<file path="config.mk">
export PLATFORM = sky130hd
export DESIGN_NAME = per_source_connection_limiter_unit
export DESIGN_NICKNAME = d
export VERILOG_FILES = /design/src/sv/pscl_pkg.sv /design/src/sv/per_source_connection_limiter_unit.sv /design/src/sv/pscl_table.sv /design/src/sv/pscl_ctrl.sv
export VERILOG_INCLUDE_DIRS = /design/src /design/src/sv
export SDC_FILE = /design/constraint.sdc
export NUM_CORES = 2
export LEC_CHECK = 0
export BUFFER_PORTS_ARGS = -buffer_cell sky130_fd_sc_hd__buf_2
export CAP_MARGIN = 0
export CORE_UTILIZATION = 25
export CTS_CLUSTER_DIAMETER = 200
export CTS_CLUSTER_SIZE = 12
export DETAILED_ROUTE_END_ITERATION = 8
export PLACE_DENSITY_LB_ADDON = 0.2
export SLEW_MARGIN = 20
export SYNTH_ARGS = -nofsm -noshare
export SYNTH_HDL_FRONTEND = slang
export SYNTH_SLANG_ARGS = --single-unit
</file>
<file path="constraint.sdc">
create_clock -name clk_i -period 9.2 [get_ports clk_i]
set_clock_uncertainty 0.15 [all_clocks]
set_input_delay 1.38 -clock clk_i [delete_from_list [all_inputs] [get_ports clk_i]]
set_output_delay 1.38 -clock clk_i [all_outputs]
set_load 0.005 [all_outputs]
</file>
<file path="src/sv/assert_macros.svh">
// Assertion macros for the connection limiter blocks.
// Define ASSERT_OFF to compile every check out.
`ifndef ASSERT_MACROS_SVH
`define ASSERT_MACROS_SVH

`ifndef ASSERT_OFF

// Same-cycle implication, disabled while in reset
`define ASSERT_IMPLIES(lbl, clk, rst_n, ante, cons, msg) \
  lbl: assert property (@(posedge clk) disable iff (!rst_n) (ante) |-> (cons)) \
    else $error(msg);

// Next-cycle implication, disabled while in reset
`define ASSERT_NEXT(lbl, clk, rst_n, ante, cons, msg) \
  lbl: assert property (@(posedge clk) disable iff (!rst_n) (ante) |=> (cons)) \
    else $error(msg);

`else

`define ASSERT_IMPLIES(lbl, clk, rst_n, ante, cons, msg)
`define ASSERT_NEXT(lbl, clk, rst_n, ante, cons, msg)

`endif

`endif

</file>
<file path="src/sv/pscl_pkg.sv">
`timescale 1ns / 1ps

package pscl_pkg;

  // Fixed field widths
  localparam int unsigned ADDR_W      = 32;
  localparam int unsigned TOTAL_W     = 16;
  localparam int unsigned LIMIT_W     = 16;
  localparam int unsigned STATUS_W    = 3;
  localparam int unsigned CFG_IDX_W   = 2;
  localparam int unsigned OUT_TDATA_W = 24;

  // Operation codes carried in tuser
  localparam logic OP_ACQUIRE = 1'b0;
  localparam logic OP_RELEASE = 1'b1;

  // Configuration register indexes
  localparam logic [CFG_IDX_W-1:0] CFG_TOTAL_LIMIT  = 2'd0;
  localparam logic [CFG_IDX_W-1:0] CFG_SOURCE_LIMIT = 2'd1;

  // Result status codes
  typedef enum logic [STATUS_W-1:0] {
    STAT_GRANTED         = 3'd0,
    STAT_TOTAL_LIMIT     = 3'd1,
    STAT_SOURCE_LIMIT    = 3'd2,
    STAT_TABLE_FULL      = 3'd3,
    STAT_RELEASED        = 3'd4,
    STAT_RELEASE_UNKNOWN = 3'd5
  } status_e;

  // Table access strobes from the sequencer
  typedef struct packed {
    logic rd_en;
    logic wr_en;
    logic wr_valid;
  } tbl_cmd_t;

endpackage

</file>
<file path="src/sv/per_source_connection_limiter_unit.sv">
`timescale 1ns / 1ps
// An input item is accepted only while the sequencer is idle, so a new item waits until the
// last one has passed SCAN, DRAIN and DECIDE and its result is registered; the sequencer reads
// one table entry per cycle through the single memory read port and compares it with the shared comparator.
// Reset (rst_ni low, asynchronous): total count zero, all entries invalid, limits zero
// (unlimited), no result pending. The table memory itself is not cleared.

module per_source_connection_limiter_unit import pscl_pkg::*; #(
  parameter int unsigned TABLE_ENTRIES = 64,
  parameter int unsigned COUNT_BITS    = 16
) (
  input  logic                   clk_i,
  input  logic                   rst_ni,
  // configuration writes
  input  logic                   cfg_valid_i,
  output logic                   cfg_ready_o,
  input  logic [CFG_IDX_W-1:0]   cfg_index_i,
  input  logic [LIMIT_W-1:0]     cfg_data_i,
  // input items
  input  logic                   s_axis_tvalid,
  output logic                   s_axis_tready,
  input  logic [ADDR_W-1:0]      s_axis_tdata,   // [31:0] source_addr
  input  logic [0:0]             s_axis_tuser,   // [0] op
  // result items
  output logic                   m_axis_tvalid,
  input  logic                   m_axis_tready,
  output logic [OUT_TDATA_W-1:0] m_axis_tdata    // [2:0] status, [18:3] open_total, rest 0
);

  localparam int unsigned IDX_W = (TABLE_ENTRIES > 1) ? $clog2(TABLE_ENTRIES) : 1;

  logic [LIMIT_W-1:0]    total_limit_q;
  logic [LIMIT_W-1:0]    source_limit_q;
  status_e               out_status;
  logic [TOTAL_W-1:0]    out_total;
  tbl_cmd_t              tbl_cmd;
  logic [IDX_W-1:0]      tbl_rd_idx;
  logic [IDX_W-1:0]      tbl_wr_idx;
  logic [ADDR_W-1:0]     tbl_wr_addr;
  logic [COUNT_BITS-1:0] tbl_wr_count;
  logic                  tbl_rd_valid;
  logic [ADDR_W-1:0]     tbl_rd_addr;
  logic [COUNT_BITS-1:0] tbl_rd_count;

  // Limit registers; unknown indexes are dropped
  assign cfg_ready_o = 1'b1;

  always_ff @(posedge clk_i or negedge rst_ni) begin
    if (!rst_ni) begin
      total_limit_q  <= '0;
      source_limit_q <= '0;
    end else if (cfg_valid_i && cfg_ready_o) begin
      if (cfg_index_i == CFG_TOTAL_LIMIT) begin
        total_limit_q <= cfg_data_i;
      end
      if (cfg_index_i == CFG_SOURCE_LIMIT) begin
        source_limit_q <= cfg_data_i;
      end
    end
  end

  pscl_ctrl #(
    .TABLE_ENTRIES (TABLE_ENTRIES),
    .COUNT_BITS    (COUNT_BITS)
  ) u_ctrl (
    .clk_i          (clk_i),
    .rst_ni         (rst_ni),
    .total_limit_i  (total_limit_q),
    .source_limit_i (source_limit_q),
    .in_valid_i     (s_axis_tvalid),
    .in_ready_o     (s_axis_tready),
    .in_op_i        (s_axis_tuser[0]),
    .in_addr_i      (s_axis_tdata),
    .out_valid_o    (m_axis_tvalid),
    .out_ready_i    (m_axis_tready),
    .out_status_o   (out_status),
    .out_total_o    (out_total),
    .tbl_cmd_o      (tbl_cmd),
    .tbl_rd_idx_o   (tbl_rd_idx),
    .tbl_wr_idx_o   (tbl_wr_idx),
    .tbl_wr_addr_o  (tbl_wr_addr),
    .tbl_wr_count_o (tbl_wr_count),
    .tbl_rd_valid_i (tbl_rd_valid),
    .tbl_rd_addr_i  (tbl_rd_addr),
    .tbl_rd_count_i (tbl_rd_count)
  );

  pscl_table #(
    .TABLE_ENTRIES (TABLE_ENTRIES),
    .COUNT_BITS    (COUNT_BITS)
  ) u_table (
    .clk_i      (clk_i),
    .rst_ni     (rst_ni),
    .cmd_i      (tbl_cmd),
    .rd_idx_i   (tbl_rd_idx),
    .wr_idx_i   (tbl_wr_idx),
    .wr_addr_i  (tbl_wr_addr),
    .wr_count_i (tbl_wr_count),
    .rd_valid_o (tbl_rd_valid),
    .rd_addr_o  (tbl_rd_addr),
    .rd_count_o (tbl_rd_count)
  );

  // Result packing, status in the low bits
  assign m_axis_tdata = {
    {(OUT_TDATA_W - TOTAL_W - STATUS_W){1'b0}}, out_total, out_status
  };

endmodule

</file>
<file path="src/sv/pscl_table.sv">
`timescale 1ns / 1ps

module pscl_table import pscl_pkg::*; #(
  parameter int unsigned TABLE_ENTRIES = 64,
  parameter int unsigned COUNT_BITS    = 16,
  localparam int unsigned IDX_W = (TABLE_ENTRIES > 1) ? $clog2(TABLE_ENTRIES) : 1
) (
  input  logic                  clk_i,
  input  logic                  rst_ni,
  input  tbl_cmd_t              cmd_i,
  input  logic [IDX_W-1:0]      rd_idx_i,
  input  logic [IDX_W-1:0]      wr_idx_i,
  input  logic [ADDR_W-1:0]     wr_addr_i,
  input  logic [COUNT_BITS-1:0] wr_count_i,
  output logic                  rd_valid_o,
  output logic [ADDR_W-1:0]     rd_addr_o,
  output logic [COUNT_BITS-1:0] rd_count_o
);

  localparam int unsigned WORD_W = COUNT_BITS + ADDR_W;

  // Address and count memory, one read and one write port
  logic [WORD_W-1:0]        mem_q [TABLE_ENTRIES];
  logic [WORD_W-1:0]        rd_word_q;
  logic [TABLE_ENTRIES-1:0] valid_q;
  logic                     rd_valid_q;

  always_ff @(posedge clk_i) begin
    if (cmd_i.wr_en) begin
      mem_q[wr_idx_i] <= {wr_count_i, wr_addr_i};
    end
    if (cmd_i.rd_en) begin
      rd_word_q <= mem_q[rd_idx_i];
    end
  end

  // Valid bits in flops, cleared at reset
  always_ff @(posedge clk_i or negedge rst_ni) begin
    if (!rst_ni) begin
      valid_q    <= '0;
      rd_valid_q <= 1'b0;
    end else begin
      if (cmd_i.wr_en) begin
        valid_q[wr_idx_i] <= cmd_i.wr_valid;
      end
      if (cmd_i.rd_en) begin
        rd_valid_q <= valid_q[rd_idx_i];
      end
    end
  end

  assign rd_valid_o = rd_valid_q;
  assign rd_addr_o  = rd_word_q[ADDR_W-1:0];
  assign rd_count_o = rd_word_q[WORD_W-1:ADDR_W];

endmodule

</file>
<file path="src/sv/pscl_ctrl.sv">
`timescale 1ns / 1ps
`include "assert_macros.svh"

module pscl_ctrl import pscl_pkg::*; #(
  parameter int unsigned TABLE_ENTRIES = 64,
  parameter int unsigned COUNT_BITS    = 16,
  localparam int unsigned IDX_W = (TABLE_ENTRIES > 1) ? $clog2(TABLE_ENTRIES) : 1
) (
  input  logic                  clk_i,
  input  logic                  rst_ni,
  input  logic [LIMIT_W-1:0]    total_limit_i,
  input  logic [LIMIT_W-1:0]    source_limit_i,
  // input item
  input  logic                  in_valid_i,
  output logic                  in_ready_o,
  input  logic                  in_op_i,
  input  logic [ADDR_W-1:0]     in_addr_i,
  // result item
  output logic                  out_valid_o,
  input  logic                  out_ready_i,
  output status_e               out_status_o,
  output logic [TOTAL_W-1:0]    out_total_o,
  // table port
  output tbl_cmd_t              tbl_cmd_o,
  output logic [IDX_W-1:0]      tbl_rd_idx_o,
  output logic [IDX_W-1:0]      tbl_wr_idx_o,
  output logic [ADDR_W-1:0]     tbl_wr_addr_o,
  output logic [COUNT_BITS-1:0] tbl_wr_count_o,
  input  logic                  tbl_rd_valid_i,
  input  logic [ADDR_W-1:0]     tbl_rd_addr_i,
  input  logic [COUNT_BITS-1:0] tbl_rd_count_i
);

  localparam int unsigned CMP_W = (COUNT_BITS > LIMIT_W) ? COUNT_BITS : LIMIT_W;
  localparam logic [IDX_W-1:0] LAST_IDX = IDX_W'(TABLE_ENTRIES - 1);

  typedef enum logic [1:0] {
    ST_IDLE,
    ST_SCAN,
    ST_DRAIN,
    ST_DECIDE
  } state_e;

  state_e                state_q;
  logic                  op_q;
  logic [ADDR_W-1:0]     addr_q;
  logic [IDX_W-1:0]      idx_q;
  logic                  cmp_q;
  logic [IDX_W-1:0]      cmp_idx_q;
  logic                  hit_q;
  logic [IDX_W-1:0]      hit_idx_q;
  logic [COUNT_BITS-1:0] hit_cnt_q;
  logic                  free_q;
  logic [IDX_W-1:0]      free_idx_q;
  logic [TOTAL_W-1:0]    total_q;
  logic                  out_valid_q;
  status_e               status_q;

  logic                  in_fire;
  logic                  out_free;
  logic                  decide_fire;
  logic                  addr_match;
  status_e               status_d;
  logic [TOTAL_W-1:0]    total_d;
  logic                  wr_en;
  logic                  wr_valid;
  logic [IDX_W-1:0]      wr_idx;
  logic [COUNT_BITS-1:0] wr_count;
  logic                  total_hit;
  logic                  source_hit;
  logic [COUNT_BITS-1:0] cnt_dec;

  assign in_ready_o  = (state_q == ST_IDLE);
  assign in_fire     = in_valid_i && in_ready_o;
  assign out_free    = !out_valid_q || out_ready_i;
  assign decide_fire = (state_q == ST_DECIDE) && out_free;

  // Shared comparator on the entry just read
  assign addr_match = (tbl_rd_addr_i == addr_q);

  // Verdict once the scan has finished
  assign total_hit  = (total_limit_i != '0) && (total_q >= total_limit_i);
  assign source_hit = (source_limit_i != '0) &&
                      (CMP_W'(hit_cnt_q) >= CMP_W'(source_limit_i));
  assign cnt_dec    = (hit_cnt_q == '0) ? '0 : hit_cnt_q - COUNT_BITS'(1);

  always_comb begin
    status_d = STAT_TABLE_FULL;
    total_d  = total_q;
    wr_en    = 1'b0;
    wr_valid = 1'b1;
    wr_idx   = hit_idx_q;
    wr_count = hit_cnt_q;
    if (op_q == OP_ACQUIRE) begin
      priority if (total_hit) begin
        status_d = STAT_TOTAL_LIMIT;
      end else if (hit_q) begin
        if (source_hit) begin
          status_d = STAT_SOURCE_LIMIT;
        end else begin
          status_d = STAT_GRANTED;
          wr_en    = 1'b1;
          wr_count = (hit_cnt_q == '1) ? hit_cnt_q : hit_cnt_q + COUNT_BITS'(1);
        end
      end else if (free_q) begin
        status_d = STAT_GRANTED;
        wr_en    = 1'b1;
        wr_idx   = free_idx_q;
        wr_count = COUNT_BITS'(1);
      end else begin
        status_d = STAT_TABLE_FULL;
      end
      if (status_d == STAT_GRANTED && total_q != '1) begin
        total_d = total_q + TOTAL_W'(1);
      end
    end else begin
      if (hit_q) begin
        status_d = STAT_RELEASED;
        wr_en    = 1'b1;
        wr_count = cnt_dec;
        wr_valid = (cnt_dec != '0);
      end else begin
        status_d = STAT_RELEASE_UNKNOWN;
      end
      if (total_q != '0) begin
        total_d = total_q - TOTAL_W'(1);
      end
    end
  end

  // Table strobes
  assign tbl_cmd_o.rd_en    = (state_q == ST_SCAN);
  assign tbl_cmd_o.wr_en    = decide_fire && wr_en;
  assign tbl_cmd_o.wr_valid = wr_valid;
  assign tbl_rd_idx_o       = idx_q;
  assign tbl_wr_idx_o       = wr_idx;
  assign tbl_wr_addr_o      = addr_q;
  assign tbl_wr_count_o     = wr_count;

  // Sequencer, scan trackers and output register
  always_ff @(posedge clk_i or negedge rst_ni) begin
    if (!rst_ni) begin
      state_q     <= ST_IDLE;
      idx_q       <= '0;
      cmp_q       <= 1'b0;
      cmp_idx_q   <= '0;
      hit_q       <= 1'b0;
      hit_idx_q   <= '0;
      hit_cnt_q   <= '0;
      free_q      <= 1'b0;
      free_idx_q  <= '0;
      total_q     <= '0;
      out_valid_q <= 1'b0;
      status_q    <= STAT_GRANTED;
      op_q        <= OP_ACQUIRE;
      addr_q      <= '0;
    end else begin
      if (out_valid_q && out_ready_i && !decide_fire) begin
        out_valid_q <= 1'b0;
      end
      cmp_q     <= (state_q == ST_SCAN);
      cmp_idx_q <= idx_q;
      if (cmp_q) begin
        if (tbl_rd_valid_i && addr_match && !hit_q) begin
          hit_q     <= 1'b1;
          hit_idx_q <= cmp_idx_q;
          hit_cnt_q <= tbl_rd_count_i;
        end
        if (!tbl_rd_valid_i && !free_q) begin
          free_q     <= 1'b1;
          free_idx_q <= cmp_idx_q;
        end
      end
      unique case (state_q)
        ST_IDLE: begin
          if (in_fire) begin
            op_q    <= in_op_i;
            addr_q  <= in_addr_i;
            idx_q   <= '0;
            hit_q   <= 1'b0;
            free_q  <= 1'b0;
            state_q <= ST_SCAN;
          end
        end
        ST_SCAN: begin
          if (idx_q == LAST_IDX) begin
            state_q <= ST_DRAIN;
          end else begin
            idx_q <= idx_q + IDX_W'(1);
          end
        end
        ST_DRAIN: begin
          state_q <= ST_DECIDE;
        end
        ST_DECIDE: begin
          if (out_free) begin
            total_q     <= total_d;
            status_q    <= status_d;
            out_valid_q <= 1'b1;
            state_q     <= ST_IDLE;
          end
        end
        default: begin
          state_q <= ST_IDLE;
        end
      endcase
    end
  end

  assign out_valid_o  = out_valid_q;
  assign out_status_o = status_q;
  assign out_total_o  = total_q;

  // Checks
  `ASSERT_NEXT(a_busy_after_accept, clk_i, rst_ni, in_fire, !in_ready_o, "ready while busy")
  `ASSERT_IMPLIES(a_result_from_decide, clk_i, rst_ni, $rose(out_valid_q), $past(state_q == ST_DECIDE), "result outside verdict")
  `ASSERT_IMPLIES(a_hit_free_apart, clk_i, rst_ni, hit_q && free_q, hit_idx_q != free_idx_q, "hit and free slot coincide")
  `ASSERT_IMPLIES(a_write_only_on_verdict, clk_i, rst_ni, tbl_cmd_o.wr_en, state_q == ST_DECIDE, "table written outside verdict")

endmodule

</file>
==> run metrics <==
Critical Path, Cell by Cell=ha_1, and4_1, nand2_2, o311a_1, a21oi_4, mux2_4, or4_1, nor2_4, buf_4, mux2_2; DIE AREA=520300 um^2; worst-path maximum fanout=32; max-slew violation count=0; hold_buf cts=0; Die Y=721.3 um; Seq pwr share=0.569; crit path time final=6.082 ns; vias per inst=4.694; Min-Delay Path Class=in2async; Residual DRC=0; total CTS buffers=314; Root Driver=clkbuf_16; footprint of the multi-input gates=29960 um^2; Iteration-0 DRC Markers=5982; gpl congestion=0.7831; Cells after Synth=5506; clk_lat worst skew=0.96 ns; top-area cell type share of the netlist area=0.7242; Max clock buf depth=4; leading cell types in the layout, fill and taps excluded=3120 x edfxtp_1, 1029 x mux4_2, 321 x clkbuf_16; Max Cap Violations=0; share of layout cells above drive strength 1=0.3247; largest net degree at the start of global routing=117; peak supply drop=0.1318 mV; number of synthesized flops with an enable pin=3120; NumNets Final=5954; Mapped Avg Cell Area=23.50 um^2; Yosys cell types=81; Synth warnings=0; Slew HR=0.2478; setup violators final=0; post-synthesis instance area=129400 um^2; most common cell after layout, fill and taps aside=edfxtp_1; Tcrit/Tclk final=0.6611; Reg area=98640 um^2; hpwl dp=243.2 mm; Routed WL per cell=31.18 um; largest cells by area after synthesis=edfxtp_1 72%, mux4_2 18%, dfrtp_1 3.8%; CP endpoint kind=register; sequential area share after synthesis=0.7619; Async SR Flop Fraction=0.05882; Layout Area Growth over Synthesis=15.16%; Max Freq=0.1644 GHz; CTS resizes=0; #FFs+latches synth=3315; Finished Core Util=0.2898; top_reg_cell synth=edfxtp_1; Setup CP Type=reg2reg; Int Pwr=22.80 mW; # fillers=49.97k; slowest cell on the critical path=or4_1; Buffers on Ports=76; global-route usage over all layers=0.1521; Clock H-tree levels=5; CP required=9.88 ns; Pwr Density=192.2 nW/um^2; total wire length=403.6 mm; RSZ-0062 raised after global routing=no; CTS tree=done; Reg clk slew, reported paths=0.07 ns; CP Data Arrival Time=6.76 ns; crit start category=register; logic gate share of total power=0.004; Initial Util=0.2517; sw frac=0.2036; initial antenna violation count=51; number of global-route vias before repair=62.15k; Top Ports=83; routed vias=60.77k; row count=263; final hold slack=0.2615 ns; first-pass GRT wire length=551.7 mm; Place WS=3.029 ns; grt ovf=0; first drt pass iteration count=5; Final Hold Vio Count=0; post-synth top area cell=edfxtp_1; NetSw=5.828 mW; leakage power=55.09 nW; Core Region=514000 um^2; run status=complete, no violations; Routed Antenna Nets=0; die width=721.3 um; Final WS setup=3.118 ns; slowest stage delay, CP=0.99 ns; Worst-Margin Slew=1.126 ns; FF-to-FF setup slack=3.12 ns; clock power share=0.427; setup TNS=0 ns; # clock sinks=3315; Post-CTS Setup Bufs=0
==> cells in the mapped netlist (8+ instances only) <==
master / instances
xor2_1: 36
o211ai_1: 8
dfrtp_1: 195
nand4_1: 22
nor2_2: 15
buf_1: 54
ha_1: 54
a31oi_1: 9
nand2b_1: 15
mux2i_1: 11
nand2_1: 62
mux4_2: 1029
nor2_4: 17
clkbuf_1: 212
nor3_1: 24
xnor2_1: 14
mux2_2: 125
buf_4: 9
buf_2: 22
o21ai_0: 60
nor2_1: 78
nand3_1: 21
edfxtp_1: 3120
nor4_1: 25
a21oi_1: 47
mux2_1: 20
and3_1: 8
inv_1: 53
a211oi_1: 13
==> worst max-delay path: cells and delay by family (launching register included) <==
| family | cells | cell delay (ns) |
|---|---|---|
| mux | 2 | 0.77 |
| fa+ha+maj | 1 | 0.35 |
| compound gates | 2 | 1.32 |
| flops | 1 | 0.47 |
| buf+inv | 1 | 0.66 |
| simple gates | 4 | 2.14 |
==> layout make-up <==
type,instances,share of cell area
Inverter,54,0.001361
Sequential cell,3315,0.6621
Timing Repair Buffer,317,0.01663
Multi-Input combinational cell,1841,0.2011
Tap cell,6890,0.05787
Clock inverter,22,0.002444
Antenna cell,18,0.0003024
Clock buffer,488,0.05813
==> layer usage <==
layer  global-route usage  part of all wire
met1               0.2150              0.45
met2               0.2508              0.48
met3              0.02073             0.052
met4              0.03046             0.020
met5                    0                 0
==> metrics by stage <==
step	total power [mW]	cell area, um^2	std cells
floorplan	16.67	129400	5510
global placement	16.74	139800	12414
detailed placement	16.74	139900	12417
CTS	28.97	148900	12927
global route	29.47	148900	12933
finish	28.63	149000	12945
==> state kept, by name, summed over array words and instances (netlist names), 2 cells and up <==
signal,cells
total_limit_q,16
u_ctrl.hit_cnt_q,16
u_table.valid_q,64
u_ctrl.cmp_idx_q,6
source_limit_q,16
u_ctrl.state_q,2
u_ctrl.tbl_rd_idx_o,6
u_table.rd_word_q,48
u_table.mem_q,3072
u_ctrl.free_idx_q,6
u_ctrl.tbl_wr_addr_o,32
u_ctrl.out_total_o,16
u_ctrl.hit_idx_q,6
u_ctrl.out_status_o,3
==> power groups by stage <==
stage	Sequential (mW)	Combinational (mW)	Clock [mW]
after global placement	16.6	0.129	0
after CTS	16.3	0.125	12.6
after detailed placement	16.6	0.124	0
final	16.3	0.120	12.2
after global routing	16.3	0.139	13.0
after floorplan	16.6	0.0637	0
==> path summary, 6_finish.rpt <==
path | startpoint | end | cells after the start
max in group asynchronous | rst_ni | u_ctrl.tbl_wr_addr_o[4] | 2
worst min-delay path | rst_ni | total_limit_q[12] | 1
worst max register to register | u_ctrl.out_total_o[11] | u_table.valid_q[8] | 10
worst min register to register | u_table.rd_word_q[40] | u_ctrl.hit_cnt_q[8] | 1
worst max-delay path | u_ctrl.out_total_o[11] | u_table.valid_q[8] | 10
min in group clk_i | u_table.rd_word_q[40] | u_ctrl.hit_cnt_q[8] | 1
==> cell families after synthesis <==
family	share of synthesized area
flops	0.7619
other cells	0.00005805
buf+inv	0.01095
compound gates	0.01129
fa+ha+maj	0.005378
mux	0.1927
simple gates	0.01427
xor+xnor	0.003385
No activity file was read; power rests on OpenSTA's default activity.
